**config.mk**
```make
export PLATFORM = sky130hd
export DESIGN_NAME = page_replacement_engine
export DESIGN_NICKNAME = d
export VERILOG_FILES = /design/src/rtl/pre_pkg.sv /design/src/rtl/pre_ram.sv /design/src/rtl/pre_ctrl.sv /design/src/rtl/pre_dp.sv /design/src/rtl/page_replacement_engine.sv
export SDC_FILE = /design/constraint.sdc
export NUM_CORES = 1
export LEC_CHECK = 0
export BUFFER_PORTS_ARGS = -buffer_cell sky130_fd_sc_hd__buf_2
export CAP_MARGIN = 20
export CORE_MARGIN = 1
export CORE_UTILIZATION = 40
export DETAILED_ROUTE_END_ITERATION = 6
export GPL_ROUTABILITY_DRIVEN = 0
export GPL_TIMING_DRIVEN = 0
export PLACE_DENSITY = 0.62
export RECOVER_POWER = 50
export SETUP_SLACK_MARGIN = 0.4
export SYNTH_ARGS = -nofsm -noshare
export SYNTH_HDL_FRONTEND = slang
export SYNTH_HIERARCHICAL = 1
export SYNTH_SLANG_ARGS = --single-unit
```
**constraint.sdc**
```tcl
create_clock -name clk -period 6 [get_ports clk]
set_clock_uncertainty 0.2 [all_clocks]
set_input_delay 0.3 -clock clk [delete_from_list [all_inputs] [get_ports clk]]
set_output_delay 0.3 -clock clk [all_outputs]
set_load 0.03 [all_outputs]
```
**src/rtl/pre_pkg.sv**
```systemverilog
// Shared types, widths and codes for the page replacement engine.
package pre_pkg;

    // Sizes (both must be powers of two)
    localparam int NUM_PAGES    = 64;
    localparam int NUM_FRAMES   = 8;
    localparam int PAGE_W       = $clog2(NUM_PAGES);
    localparam int FRAME_W      = $clog2(NUM_FRAMES);

    // Port field widths
    localparam int PAGE_PORT_W  = 6;
    localparam int FRAME_PORT_W = 3;
    localparam int OP_W         = 2;
    localparam int POLICY_W     = 2;
    localparam int COUNT_W      = 32;

    // Clock sweep bound: three turns of the hand
    localparam int SWEEP_MAX    = 3 * NUM_FRAMES;
    localparam int SWEEP_W      = $clog2(SWEEP_MAX + 1);

    // Page flag layout
    localparam int FLAG_W       = 4;
    localparam int PRESENT_BIT  = 0;
    localparam logic [FLAG_W-1:0] FL_PRESENT = 4'b0001;
    localparam logic [FLAG_W-1:0] FL_DIRTY   = 4'b0010;
    localparam logic [FLAG_W-1:0] FL_USED    = 4'b0100;
    localparam logic [FLAG_W-1:0] FL_USED1   = 4'b1000;

    // Opcodes
    localparam logic [OP_W-1:0] OP_READ  = 2'd0;
    localparam logic [OP_W-1:0] OP_WRITE = 2'd1;
    localparam logic [OP_W-1:0] OP_FAULT = 2'd2;

    // Replacement policies
    localparam logic [POLICY_W-1:0] POL_FIFO   = 2'd0;
    localparam logic [POLICY_W-1:0] POL_CLOCK  = 2'd1;
    localparam logic [POLICY_W-1:0] POL_CLOCK2 = 2'd2;

    // Controller states
    typedef enum logic [2:0] {
        S_IDLE,
        S_LOOKUP,
        S_SWEEP_RD,
        S_SWEEP_CHK,
        S_VICTIM,
        S_EVICT,
        S_LOAD,
        S_FINISH
    } state_t;

    // Controller to datapath commands
    typedef struct packed {
        logic capture;     // latch the input beat
        logic rd_en;       // read flag memory
        logic rd_hand;     // read address is the page under the hand
        logic lookup;      // evaluate the item against its page entry
        logic sweep_step;  // clear a reference bit and advance the hand
        logic victim;      // take the frame under the hand
        logic evict;       // drop the victim page
        logic load;        // install the requested page
        logic emit;        // move the result into the output register
    } cmd_t;

    // Datapath to controller status
    typedef struct packed {
        logic [OP_W-1:0] op;
        logic            present;
        logic            has_free;
        logic            clock_pol;
        logic            sweep_used;
        logic            sweep_done;
        logic            out_free;
    } sts_t;

endpackage

```
**src/rtl/pre_ram.sv**
```systemverilog
// Generic single write port, single read port RAM with registered read.
module pre_ram #(
    parameter int WIDTH = 8,
    parameter int DEPTH = 64,
    localparam int AW   = (DEPTH > 1) ? $clog2(DEPTH) : 1
) (
    input  logic             clk,
    input  logic             we,
    input  logic [AW-1:0]    waddr,
    input  logic [WIDTH-1:0] wdata,
    input  logic             re,
    input  logic [AW-1:0]    raddr,
    output logic [WIDTH-1:0] rdata
);

    logic [WIDTH-1:0] mem_reg [DEPTH];
    logic [WIDTH-1:0] rdata_reg;

    // Write port
    always_ff @(posedge clk)
    begin
        if (we)
        begin
            mem_reg[waddr] <= wdata;
        end
    end

    // Registered read port
    always_ff @(posedge clk)
    begin
        if (re)
        begin
            rdata_reg <= mem_reg[raddr];
        end
    end

    assign rdata = rdata_reg;

endmodule

```
**src/rtl/pre_ctrl.sv**
```systemverilog
// Controller state machine that sequences lookup, clock sweep, eviction and load.
module pre_ctrl (
    input  logic          clk,
    input  logic          rst_n,
    input  logic          in_valid,
    output logic          in_ready,
    input  pre_pkg::sts_t sts,
    output pre_pkg::cmd_t cmd
);

    pre_pkg::state_t state_reg;
    pre_pkg::state_t state_next;

    // State register
    always_ff @(posedge clk or negedge rst_n)
    begin
        if (!rst_n)
        begin
            state_reg <= pre_pkg::S_IDLE;
        end
        else
        begin
            state_reg <= state_next;
        end
    end

    // Next state
    always_comb
    begin
        state_next = state_reg;
        unique case (state_reg)
            pre_pkg::S_IDLE:
            begin
                if (in_valid)
                begin
                    state_next = pre_pkg::S_LOOKUP;
                end
            end
            pre_pkg::S_LOOKUP:
            begin
                if (sts.op == pre_pkg::OP_FAULT && !sts.present)
                begin
                    if (sts.has_free)
                    begin
                        state_next = pre_pkg::S_LOAD;
                    end
                    else if (sts.clock_pol)
                    begin
                        state_next = pre_pkg::S_SWEEP_RD;
                    end
                    else
                    begin
                        state_next = pre_pkg::S_VICTIM;
                    end
                end
                else
                begin
                    state_next = pre_pkg::S_FINISH;
                end
            end
            pre_pkg::S_SWEEP_RD:
            begin
                if (sts.sweep_done)
                begin
                    state_next = pre_pkg::S_VICTIM;
                end
                else
                begin
                    state_next = pre_pkg::S_SWEEP_CHK;
                end
            end
            pre_pkg::S_SWEEP_CHK:
            begin
                if (sts.sweep_used)
                begin
                    state_next = pre_pkg::S_SWEEP_RD;
                end
                else
                begin
                    state_next = pre_pkg::S_VICTIM;
                end
            end
            pre_pkg::S_VICTIM: state_next = pre_pkg::S_EVICT;
            pre_pkg::S_EVICT:  state_next = pre_pkg::S_LOAD;
            pre_pkg::S_LOAD:   state_next = pre_pkg::S_FINISH;
            pre_pkg::S_FINISH:
            begin
                if (sts.out_free)
                begin
                    state_next = pre_pkg::S_IDLE;
                end
            end
            default: state_next = pre_pkg::S_IDLE;
        endcase
    end

    // Command outputs
    always_comb
    begin
        cmd      = '0;
        in_ready = 1'b0;
        unique case (state_reg)
            pre_pkg::S_IDLE:
            begin
                in_ready    = 1'b1;
                cmd.capture = in_valid;
                cmd.rd_en   = in_valid;
            end
            pre_pkg::S_LOOKUP:
            begin
                cmd.lookup = 1'b1;
            end
            pre_pkg::S_SWEEP_RD:
            begin
                cmd.rd_en   = !sts.sweep_done;
                cmd.rd_hand = 1'b1;
            end
            pre_pkg::S_SWEEP_CHK:
            begin
                cmd.sweep_step = sts.sweep_used;
            end
            pre_pkg::S_VICTIM:
            begin
                cmd.victim  = 1'b1;
                cmd.rd_en   = 1'b1;
                cmd.rd_hand = 1'b1;
            end
            pre_pkg::S_EVICT:
            begin
                cmd.evict = 1'b1;
            end
            pre_pkg::S_LOAD:
            begin
                cmd.load = 1'b1;
            end
            pre_pkg::S_FINISH:
            begin
                cmd.emit = sts.out_free;
            end
            default:
            begin
                cmd = '0;
            end
        endcase
    end

endmodule

```
**src/rtl/pre_dp.sv**
```systemverilog
// Datapath: page flag and frame memories, frame owner map, clock hand, counters, output register.
module pre_dp (
    input  logic                              clk,
    input  logic                              rst_n,
    input  pre_pkg::cmd_t                     cmd,
    output pre_pkg::sts_t                     sts,
    input  logic [pre_pkg::OP_W-1:0]          opcode,
    input  logic [pre_pkg::PAGE_PORT_W-1:0]   page_number,
    input  logic                              cfg_valid,
    input  logic [pre_pkg::POLICY_W-1:0]      policy_mode,
    output logic                              out_valid,
    input  logic                              out_ready,
    output logic                              hit,
    output logic [pre_pkg::FRAME_PORT_W-1:0]  frame,
    output logic                              replaced_valid,
    output logic [pre_pkg::PAGE_PORT_W-1:0]   evicted_page,
    output logic                              write_back,
    output logic [pre_pkg::COUNT_W-1:0]       fault_total
);

    localparam int PW = pre_pkg::PAGE_W;
    localparam int FW = pre_pkg::FRAME_W;
    localparam int GW = pre_pkg::FLAG_W;

    // Control state
    logic [pre_pkg::POLICY_W-1:0] policy_reg;
    logic [FW-1:0]                hand_reg;
    logic [FW-1:0]                hand_next;
    logic [pre_pkg::COUNT_W-1:0]  fault_count_reg;
    logic [pre_pkg::NUM_FRAMES-1:0] owner_vld_reg;
    logic [pre_pkg::NUM_PAGES-1:0]  flag_vld_reg;
    logic                         rd_vld_reg;
    logic [pre_pkg::SWEEP_W-1:0]  sweep_cnt_reg;
    logic                         out_valid_reg;

    // Payload
    logic [PW-1:0]                owner_page_reg [pre_pkg::NUM_FRAMES];
    logic [pre_pkg::OP_W-1:0]     op_reg;
    logic [PW-1:0]                pg_reg;
    logic [GW-1:0]                cur_flags_reg;
    logic [FW-1:0]                f_reg;
    logic [PW-1:0]                rep_page_reg;
    logic                         res_hit_reg;
    logic [FW-1:0]                res_frame_reg;
    logic                         res_rep_valid_reg;
    logic                         res_wb_reg;
    logic                         out_hit_reg;
    logic [FW-1:0]                out_frame_reg;
    logic                         out_rep_valid_reg;
    logic [PW-1:0]                out_rep_page_reg;
    logic                         out_wb_reg;
    logic [pre_pkg::COUNT_W-1:0]  out_count_reg;

    // Combinational
    logic [PW-1:0]  in_pg;
    logic [PW-1:0]  owner_hand;
    logic [PW-1:0]  fl_raddr;
    logic           fl_we;
    logic [PW-1:0]  fl_waddr;
    logic [GW-1:0]  fl_wdata;
    logic [GW-1:0]  fl_rdata;
    logic [GW-1:0]  flags_q;
    logic [FW-1:0]  frame_q;
    logic           has_free;
    logic [FW-1:0]  free_idx;
    logic           is_access;
    logic           present;

    assign in_pg      = PW'(page_number);
    assign owner_hand = owner_page_reg[hand_reg];
    assign fl_raddr   = cmd.rd_hand ? owner_hand : in_pg;
    assign flags_q    = rd_vld_reg ? fl_rdata : '0;
    assign present    = flags_q[pre_pkg::PRESENT_BIT];
    assign is_access  = (op_reg == pre_pkg::OP_READ) || (op_reg == pre_pkg::OP_WRITE);
    assign hand_next  = (hand_reg == FW'(pre_pkg::NUM_FRAMES - 1)) ? '0 : hand_reg + FW'(1);

    // Lowest free frame
    always_comb
    begin
        has_free = 1'b0;
        free_idx = '0;
        for (int i = pre_pkg::NUM_FRAMES - 1; i >= 0; i--)
        begin
            if (!owner_vld_reg[i])
            begin
                has_free = 1'b1;
                free_idx = FW'(i);
            end
        end
    end

    // Flag memory write selection
    always_comb
    begin
        fl_we    = 1'b0;
        fl_waddr = pg_reg;
        fl_wdata = flags_q;
        if (cmd.lookup && is_access && present)
        begin
            fl_we    = 1'b1;
            fl_wdata = flags_q | pre_pkg::FL_USED | pre_pkg::FL_USED1
                     | ((op_reg == pre_pkg::OP_WRITE) ? pre_pkg::FL_DIRTY : '0);
        end
        else if (cmd.sweep_step)
        begin
            fl_we    = 1'b1;
            fl_waddr = owner_hand;
            if (policy_reg == pre_pkg::POL_CLOCK2 && (flags_q & pre_pkg::FL_USED1) != '0)
            begin
                fl_wdata = flags_q & ~pre_pkg::FL_USED1;
            end
            else
            begin
                fl_wdata = flags_q & ~pre_pkg::FL_USED;
            end
        end
        else if (cmd.evict)
        begin
            fl_we    = 1'b1;
            fl_waddr = rep_page_reg;
            fl_wdata = flags_q & ~(pre_pkg::FL_PRESENT | pre_pkg::FL_DIRTY);
        end
        else if (cmd.load)
        begin
            fl_we    = 1'b1;
            fl_waddr = pg_reg;
            fl_wdata = (cur_flags_reg | pre_pkg::FL_PRESENT | pre_pkg::FL_USED)
                     & ~pre_pkg::FL_DIRTY;
        end
    end

    pre_ram #(
        .WIDTH (GW),
        .DEPTH (pre_pkg::NUM_PAGES)
    ) u_flag_ram (
        .clk   (clk),
        .we    (fl_we),
        .waddr (fl_waddr),
        .wdata (fl_wdata),
        .re    (cmd.rd_en),
        .raddr (fl_raddr),
        .rdata (fl_rdata)
    );

    pre_ram #(
        .WIDTH (FW),
        .DEPTH (pre_pkg::NUM_PAGES)
    ) u_frame_ram (
        .clk   (clk),
        .we    (cmd.load),
        .waddr (pg_reg),
        .wdata (f_reg),
        .re    (cmd.capture),
        .raddr (in_pg),
        .rdata (frame_q)
    );

    // Control registers
    always_ff @(posedge clk or negedge rst_n)
    begin
        if (!rst_n)
        begin
            policy_reg      <= pre_pkg::POL_FIFO;
            hand_reg        <= '0;
            fault_count_reg <= '0;
            owner_vld_reg   <= '0;
            flag_vld_reg    <= '0;
            rd_vld_reg      <= 1'b0;
            sweep_cnt_reg   <= '0;
            out_valid_reg   <= 1'b0;
        end
        else
        begin
            if (cfg_valid)
            begin
                policy_reg <= policy_mode;
            end
            // Mark written flag entries; unwritten ones read as zero
            if (fl_we)
            begin
                flag_vld_reg[fl_waddr] <= 1'b1;
            end
            if (cmd.rd_en)
            begin
                rd_vld_reg <= flag_vld_reg[fl_raddr];
            end
            if (cmd.lookup)
            begin
                sweep_cnt_reg <= '0;
                if (op_reg == pre_pkg::OP_FAULT)
                begin
                    fault_count_reg <= fault_count_reg + 1'b1;
                end
            end
            // Advance the hand past a second-chance page or a taken victim
            if (cmd.sweep_step)
            begin
                sweep_cnt_reg <= sweep_cnt_reg + 1'b1;
                hand_reg      <= hand_next;
            end
            if (cmd.victim)
            begin
                hand_reg <= hand_next;
            end
            if (cmd.load)
            begin
                owner_vld_reg[f_reg] <= 1'b1;
            end
            // Output register: fill on emit, drain on accepted beat
            if (cmd.emit)
            begin
                out_valid_reg <= 1'b1;
            end
            else if (out_ready)
            begin
                out_valid_reg <= 1'b0;
            end
        end
    end

    // Payload registers
    always_ff @(posedge clk)
    begin
        if (cmd.capture)
        begin
            op_reg <= opcode;
            pg_reg <= in_pg;
        end
        if (cmd.lookup)
        begin
            cur_flags_reg     <= flags_q;
            f_reg             <= free_idx;
            res_hit_reg       <= present && (is_access || op_reg == pre_pkg::OP_FAULT);
            res_frame_reg     <= (present && (is_access || op_reg == pre_pkg::OP_FAULT))
                               ? frame_q : '0;
            res_rep_valid_reg <= 1'b0;
            rep_page_reg      <= '0;
            res_wb_reg        <= 1'b0;
        end
        if (cmd.victim)
        begin
            f_reg             <= hand_reg;
            rep_page_reg      <= owner_hand;
            res_rep_valid_reg <= 1'b1;
        end
        if (cmd.evict)
        begin
            res_wb_reg <= (flags_q & pre_pkg::FL_DIRTY) != '0;
        end
        if (cmd.load)
        begin
            owner_page_reg[f_reg] <= pg_reg;
            res_frame_reg         <= f_reg;
        end
        if (cmd.emit)
        begin
            out_hit_reg       <= res_hit_reg;
            out_frame_reg     <= res_frame_reg;
            out_rep_valid_reg <= res_rep_valid_reg;
            out_rep_page_reg  <= rep_page_reg;
            out_wb_reg        <= res_wb_reg;
            out_count_reg     <= fault_count_reg;
        end
    end

    // Status to controller
    always_comb
    begin
        sts            = '0;
        sts.op         = op_reg;
        sts.present    = present;
        sts.has_free   = has_free;
        sts.clock_pol  = (policy_reg == pre_pkg::POL_CLOCK) || (policy_reg == pre_pkg::POL_CLOCK2);
        sts.sweep_used = (flags_q & pre_pkg::FL_USED) != '0;
        sts.sweep_done = (sweep_cnt_reg == pre_pkg::SWEEP_W'(pre_pkg::SWEEP_MAX));
        sts.out_free   = !out_valid_reg || out_ready;
    end

    // Result ports
    assign out_valid      = out_valid_reg;
    assign hit            = out_hit_reg;
    assign frame          = pre_pkg::FRAME_PORT_W'(out_frame_reg);
    assign replaced_valid = out_rep_valid_reg;
    assign evicted_page   = pre_pkg::PAGE_PORT_W'(out_rep_page_reg);
    assign write_back     = out_wb_reg;
    assign fault_total    = out_count_reg;

    // A page is only loaded when it was absent at lookup
    a_load_absent: assert property (@(posedge clk) disable iff (!rst_n)
        cmd.load |-> !cur_flags_reg[pre_pkg::PRESENT_BIT])
        else $error("load issued for a page that was already present");

    // A load leaves the frame owned by the requested page
    a_load_owner: assert property (@(posedge clk) disable iff (!rst_n)
        cmd.load |=> owner_vld_reg[f_reg] && (owner_page_reg[f_reg] == pg_reg))
        else $error("frame owner map not updated by load");

    // Eviction only happens with every frame occupied
    a_victim_full: assert property (@(posedge clk) disable iff (!rst_n)
        cmd.victim |-> (&owner_vld_reg))
        else $error("victim chosen while a free frame exists");

    // The fault counter moves only on a fault lookup
    a_count_hold: assert property (@(posedge clk) disable iff (!rst_n)
        !(cmd.lookup && op_reg == pre_pkg::OP_FAULT) |=> $stable(fault_count_reg))
        else $error("fault counter changed outside a fault lookup");

endmodule

```
**src/rtl/page_replacement_engine.sv**
```systemverilog
// Top level of the page replacement engine: controller plus datapath.
//
// Each input beat is a read access, write access or page fault on one virtual page and
// yields exactly one result beat; the engine accepts a new beat only back in idle.
// Accesses, faults on resident pages and unknown opcodes pass through lookup and
// finish. A fault that finds a free frame adds the load state; one that evicts under FIFO
// adds victim, evict and load. Under the clock policies each hand step takes a sweep read
// and a sweep check state, because the single flag memory read port must return a page's
// reference bits before the hand may move on. At most 2*NUM_FRAMES pages are skipped;
// the sweep counter would stop the sweep at 3*NUM_FRAMES. The result sits in an output
// register, so the engine takes a new beat while the last result still waits; the next
// result then holds the engine until out_ready drains the register. The policy
// register may be written only while no item is pending.
module page_replacement_engine (
    input  logic                              clk,
    input  logic                              rst_n,
    input  logic                              cfg_valid,
    output logic                              cfg_ready,
    input  logic [pre_pkg::POLICY_W-1:0]      policy_mode,
    input  logic                              in_valid,
    output logic                              in_ready,
    input  logic [pre_pkg::OP_W-1:0]          opcode,
    input  logic [pre_pkg::PAGE_PORT_W-1:0]   page_number,
    output logic                              out_valid,
    input  logic                              out_ready,
    output logic                              hit,
    output logic [pre_pkg::FRAME_PORT_W-1:0]  frame,
    output logic                              replaced_valid,
    output logic [pre_pkg::PAGE_PORT_W-1:0]   evicted_page,
    output logic                              write_back,
    output logic [pre_pkg::COUNT_W-1:0]       fault_total
);

    pre_pkg::cmd_t cmd;
    pre_pkg::sts_t sts;

    // Policy register is always writable
    assign cfg_ready = 1'b1;

    pre_ctrl u_ctrl (
        .clk      (clk),
        .rst_n    (rst_n),
        .in_valid (in_valid),
        .in_ready (in_ready),
        .sts      (sts),
        .cmd      (cmd)
    );

    pre_dp u_dp (
        .clk            (clk),
        .rst_n          (rst_n),
        .cmd            (cmd),
        .sts            (sts),
        .opcode         (opcode),
        .page_number    (page_number),
        .cfg_valid      (cfg_valid),
        .policy_mode    (policy_mode),
        .out_valid      (out_valid),
        .out_ready      (out_ready),
        .hit            (hit),
        .frame          (frame),
        .replaced_valid (replaced_valid),
        .evicted_page   (evicted_page),
        .write_back     (write_back),
        .fault_total    (fault_total)
    );

endmodule
```
; After elaboration in Yosys (flattened, before gate mapping)
; Memories as Yosys holds them, arrays and structs flattened. A register that Yosys moved wholly into a read port is not among the register bits.
; Cells that the tools add are included.
[totals]
regBits = 190
ramBits = 496
wordCells = 152
mem_count = 3
output_inout_bits = 47
[mem_list]
columns = name, depth, width, rd, rd_ports_with_merged_regs, wr, line
row1 = u_dp.u_flag_ram.mem_reg, 64, 4, 1, 1, 1, pre_ram.sv:16  ; logic [WIDTH-1:0] mem_reg [DEPTH];
row2 = u_dp.u_frame_ram.mem_reg, 64, 3, 1, 1, 1, pre_ram.sv:16
row3 = u_dp.owner_page_reg, 8, 6, 1, 0, 1, pre_dp.sv:37  ; logic [PW-1:0] owner_page_reg [pre_pkg::NUM_FRAMES];
[classes]
bitwise_logic = 3
n_eq_ne = 15
reduce_logical = 25
addsub = 3
magnitude_cmp = 5
n_mux = 74
[op_table]
columns = op, count
row1 = 2-to-1 mux 3 bit, 23
row2 = OR 64 bit, 1
row3 = 2-to-1 mux 6 bit, 6
row4 = "adder 32 x 1 -> 32 bit, second input constant", 1
row5 = 2-to-1 mux 1 bit, 31
row6 = 2-to-1 mux 4 bit, 6
row7 = case mux 3 bit (8 select lines), 1
row8 = "== test 3 bit, second input constant", 5
row9 = "less-than comparator 6 x 7 -> 1 bit, second input constant", 2
row10 = nonzero test 2 bit, 6
row11 = 2-to-1 mux 5 bit, 2
row12 = OR 8 bit, 1
row13 = logical AND 1 bit, 7
row14 = binary-select mux 1 bit (select 6 bit), 1
row15 = demux 1 bit (select 6 bit), 1
row16 = "== test 3 x 2 -> 1 bit, second input constant", 2
row17 = "greater-or-equal comparator 6 x 1 -> 1 bit, second input constant", 1
row18 = "adder 5 x 1 -> 5 bit, second input constant", 1
row19 = "== test 5 bit, second input constant", 1
row20 = "== test 2 x 1 -> 1 bit, second input constant", 2
row21 = "== test 2 bit, second input constant", 2
row22 = logical OR 1 bit, 4
row23 = "less-than comparator 3 x 4 -> 1 bit, second input constant", 1
row24 = OR 4 bit, 1
row25 = other kinds (13), 16

; Depth between registers and ports, before layout
[logic_depth]
depth_word = 11
ltp_mapped = 15
mapped_depth_nobuf = 11

; By module
; The synthesis kept the hierarchy.
[modules_own_cells]
columns = module, n_inst, seq_area_each_um2, area_each_um2, cells_each
row1 = pre_ram at u_dp.u_flag_ram, 1, 7807.5, 10447.5, 521
row2 = pre_dp, 1, 6376.1, 9715.6, 741
row3 = pre_ram at u_dp.u_frame_ram, 1, 5855.6, 7893.8, 423
row4 = pre_ctrl, 1, 75.1, 309.0, 43
row5 = page_replacement_engine, 1, 0.0, 11.3, 2

; Least setup slack after synthesis
; No wires, ideal clock.
[synth_path]
kind = flip-flop to flip-flop
startpoint = register u_dp.rd_vld_reg
endpoint = memory u_dp/u_flag_ram/mem_reg[0][0] (netlist bit) (data pin)
t_arrival_ns = 3.914
path_slack_ns = 1.185
path_buffers = 3
path_stages_with_launch = 10
required_time_ns = 5.098
cell_sequence = dfrtp_1 > nand2_1 > inv_1 > buf_4 > nand2_1 > nor2_1 > clkbuf_1 > buf_1 > nor2b_1 > o21ai_0
[synth_rtl]
columns = item, line
row1 = from (decl), pre_dp.sv:32  ; logic rd_vld_reg;
row2 = from (signal assigned), pre_dp.sv:185  ; rd_vld_reg <= flag_vld_reg[fl_raddr];
row3 = to (decl), pre_ram.sv:16

==> reports/metrics.cfg <==
[setup_path]
crit_end=u_dp/u_flag_ram/mem_reg[16][1]$_DFFE_PP_
worst_setup_path_end_kind=register
rrSetupSlack_ns=0.58
worst-setup-path-type=reg -> reg
start_kind=register
crit_start=u_ctrl/state_reg[2]$_DFFE_PN0P_
worst_ep_required_time_ns=6.06
timing.critical_path.arrival_ns=5.47
rr_endpoint=u_dp/u_flag_ram/mem_reg[16][1]$_DFFE_PP_
worst_r2r_startpoint=u_ctrl/state_reg[2]$_DFFE_PN0P_
critical_path_peak_fanout=14
r2r_cells=11

[power_and_ir_drop]
cellLeakagePower_nw=11.35
peakVddDrop_mv=0.2299
power_per_cell_area_mw_per_mm2=493.9
power.total_mw=16.10

[timing]
max_slew.worst_pin.slew_ns=2.326
slew_headroom=-0.5508
finalSetupViolations=0
timing_hold_violations_final=0
rsz0062_at_grt=false
slew_viol_final=167
min_period_over_period=0.9027
final.setup.tns_ns=0
layout_min_cycle_time_ns=5.416
timing.fmax_ghz=0.1846

[layout]
final_area_mm2=0.03259
fin_nets=1923
num_antenna_cells=0
layout-area-overhead-vs-synth_pct=14.85
final_util=0.4646
post_route_cells_drive_above_1_share=0.1545
multi_input_area_mm2=0.007640
fillerInstances=6053
seq_area_mm2=0.02011
max_ffs_per_register=256

[floorplanning]
start_util=0.4045
dieArea_mm2=0.07201
core_mm2=0.07015
die_height_um=268.4
std_cell_rows=97
number_of_top_level_pins=62
die_width_um=268.4

[cts]
clockRootBuffer=clkbuf_16
post_cts.repair.setup_buffers=0
clkSinkCount=690
post_cts_resized=0
cts_inserted_buffers=74
max-clock-path-buffers=3
clk_transition_reported_paths_ns=0.06
clock_tree.htree_level_count=3
tritoncts=done
count_of_hold_fix_buffers_inserted_at_cts=16
clk-insertion-delay-late_ns=0.63

[place]
place_hpwl_um=44860
place.port_buffers=60
placed_cell_area_mm2=0.03021

[synthesis]
postSynth.topFlopCell=edfxtp_1
post_synth_main_area_contributors=edfxtp_1 (60%), dfrtp_1 (10%), mux4_2 (7.7%), nor2_1 (2.9%), mux4_1 (2.5%)
synthCells=1730
post-synth-top-area-fraction=0.6032
yosysMostFrequentCell=edfxtp_1
mappedNetlistNets=1751
synth.ff_latch_count=690
leading_post_synthesis_cells_by_instance_count=edfxtp_1 (570), nor2_1 (219), dfrtp_1 (119), nand2_1 (103), mux4_2 (97)
synth_top_area_cell=edfxtp_1
synthDistinctLibCells=84
synth_area_mm2=0.02838
seq_area_frac_synth=0.7088
synth_enable_flop_cells=570
ys_async_sr_fraction=0.1725
synthesis.area_per_instance_um2=16.40
synth.yosys.warnings=6

[global_routing]
grt_antenna_before_repair=2
grt.total_usage=0.1881
grt_start_max_net_pins=94
via_count_of_the_first_global_routing_pass=16246
grt_first_pass_wirelength_um=100800
globalRoute.totalOverflow=0

[route]
routed_wire_length_per_instance_um=23.07
first_pass_iters=6
drt.antenna.violating_nets=0
initialDrtViolationCount=1772
drt-total-wl_um=66930
drt_drc_violations_left=0
route.vias.total=16198
vias_per_cell=5.584

[min_path]
worst_hold_path.num_cells=0
min-delay-start=u_dp/res_hit_reg$_DFFE_PP_
worst_hold_path_type=reg -> reg

[job]
max_cap_violations=3

[status]
run_status=complete, but fails checks
failed_checks=capacitance limit, slew limit

cells by family (layout without fill, tap and decap cells):
logic type,count (synthesis),in the layout,synth area share
flops,690,690,0.7088
simple gates,509,509,0.08404
compound gates,222,222,0.05670
mux,160,160,0.1156
buf+inv,111,342,0.02249
xor+xnor,31,31,0.009568
fa+ha+maj,6,6,0.002645
other cells,1,1,0.0001321
layout make-up:
class / count / area share
Clock inverter: 47 / 0.01586
Inverter: 29 / 0.003340
Sequential cell: 690 / 0.6172
Timing Repair Buffer: 96 / 0.01793
Buffer: 82 / 0.01516
Tap cell: 940 / 0.03609
Multi-Input combinational cell: 929 / 0.2344
Clock buffer: 88 / 0.06004
per-stage QoR:
step	worst slack [ns]	hold slack (ns)	cells
global route	0.3037	0.2262	2901
floorplan	1.185	-0.1956	1730
detailed placement	0.5813	0.01551	2748
CTS	0.5457	0.2001	2899
global placement	-2.184	0.2015	2730
finish	0.5839	0.2197	2901
power by group:
group | switching, mW | internal (mW) | total (mW)
Clock | 1.88 | 2.74 | 4.63
Sequential | 0.314 | 6.43 | 6.74
Combinational | 3.11 | 1.62 | 4.73
Total | 5.31 | 10.8 | 16.1
worst min path at each step:
| stage | to |
|---|---|
| final | u_dp/hit$_DFFE_PP_ |
| after global routing | u_dp/hit$_DFFE_PP_ |
| after CTS | u_dp/policy_reg[0]$_DFFE_PN0P_ |
| after detailed placement | u_dp/fault_count_reg[7]$_DFFE_PN0P_ |
| after global placement | u_dp/frame[0]$_DFFE_PP_ |
| after floorplan | u_ctrl/state_reg[0]$_DFFE_PN0P_ |
layout by cell type, fill, tap and decap left out, types with 11 or more instances in the layout:
| master | instances |
|---|---|
| xor2_1 | 12 |
| clkbuf_16 | 76 |
| nand2b_1 | 28 |
| mux4_1 | 27 |
| inv_1 | 25 |
| xnor2_1 | 19 |
| edfxtp_1 | 570 |
| clkinv_2 | 13 |
| mux4_2 | 97 |
| clkbuf_1 | 115 |
| mux2i_1 | 27 |
| dlygate4sd3_1 | 15 |
| nand3_1 | 31 |
| nand2_1 | 102 |
| buf_2 | 19 |
| nor3_1 | 15 |
| a21oi_1 | 27 |
| a221oi_1 | 14 |
| and2_1 | 11 |
| or2_2 | 13 |
| dfrtp_1 | 119 |
| nor2b_1 | 19 |
| clkinv_1 | 13 |
| and3_1 | 11 |
| o21bai_1 | 27 |
| buf_6 | 12 |
| buf_4 | 13 |
| nand4_1 | 12 |
| o21ai_0 | 24 |
| nor2_1 | 219 |
| a21o_1 | 38 |
| o22ai_1 | 11 |
per-layer routing:
| layer | GRT usage | vias up | part of all wire |
|---|---|---|---|
| met5 | 0 | - | 0.00034 |
| met4 | 0.05344 | 4 | 0.021 |
| met3 | 0.03638 | 104 | 0.077 |
| met2 | 0.2930 | 691 | 0.47 |
| met1 | 0.2691 | 8324 | 0.44 |
| li1 | - | 7075 | - |
critical path, cell delays in order, from the launching register on:
cell and delay, ns:
dfrtp_1 0.41, clkbuf_1 0.22, nor3b_1 0.77, clkbuf_1 0.43, nand3b_1 0.45, nor2_1 0.23
a211o_1 0.12, clkbuf_1 0.41, clkinv_1 0.59, or3b_2 0.64, clkbuf_1 0.20, nor2_1 0.37
Note: power is estimated with default switching activity, not from simulation.
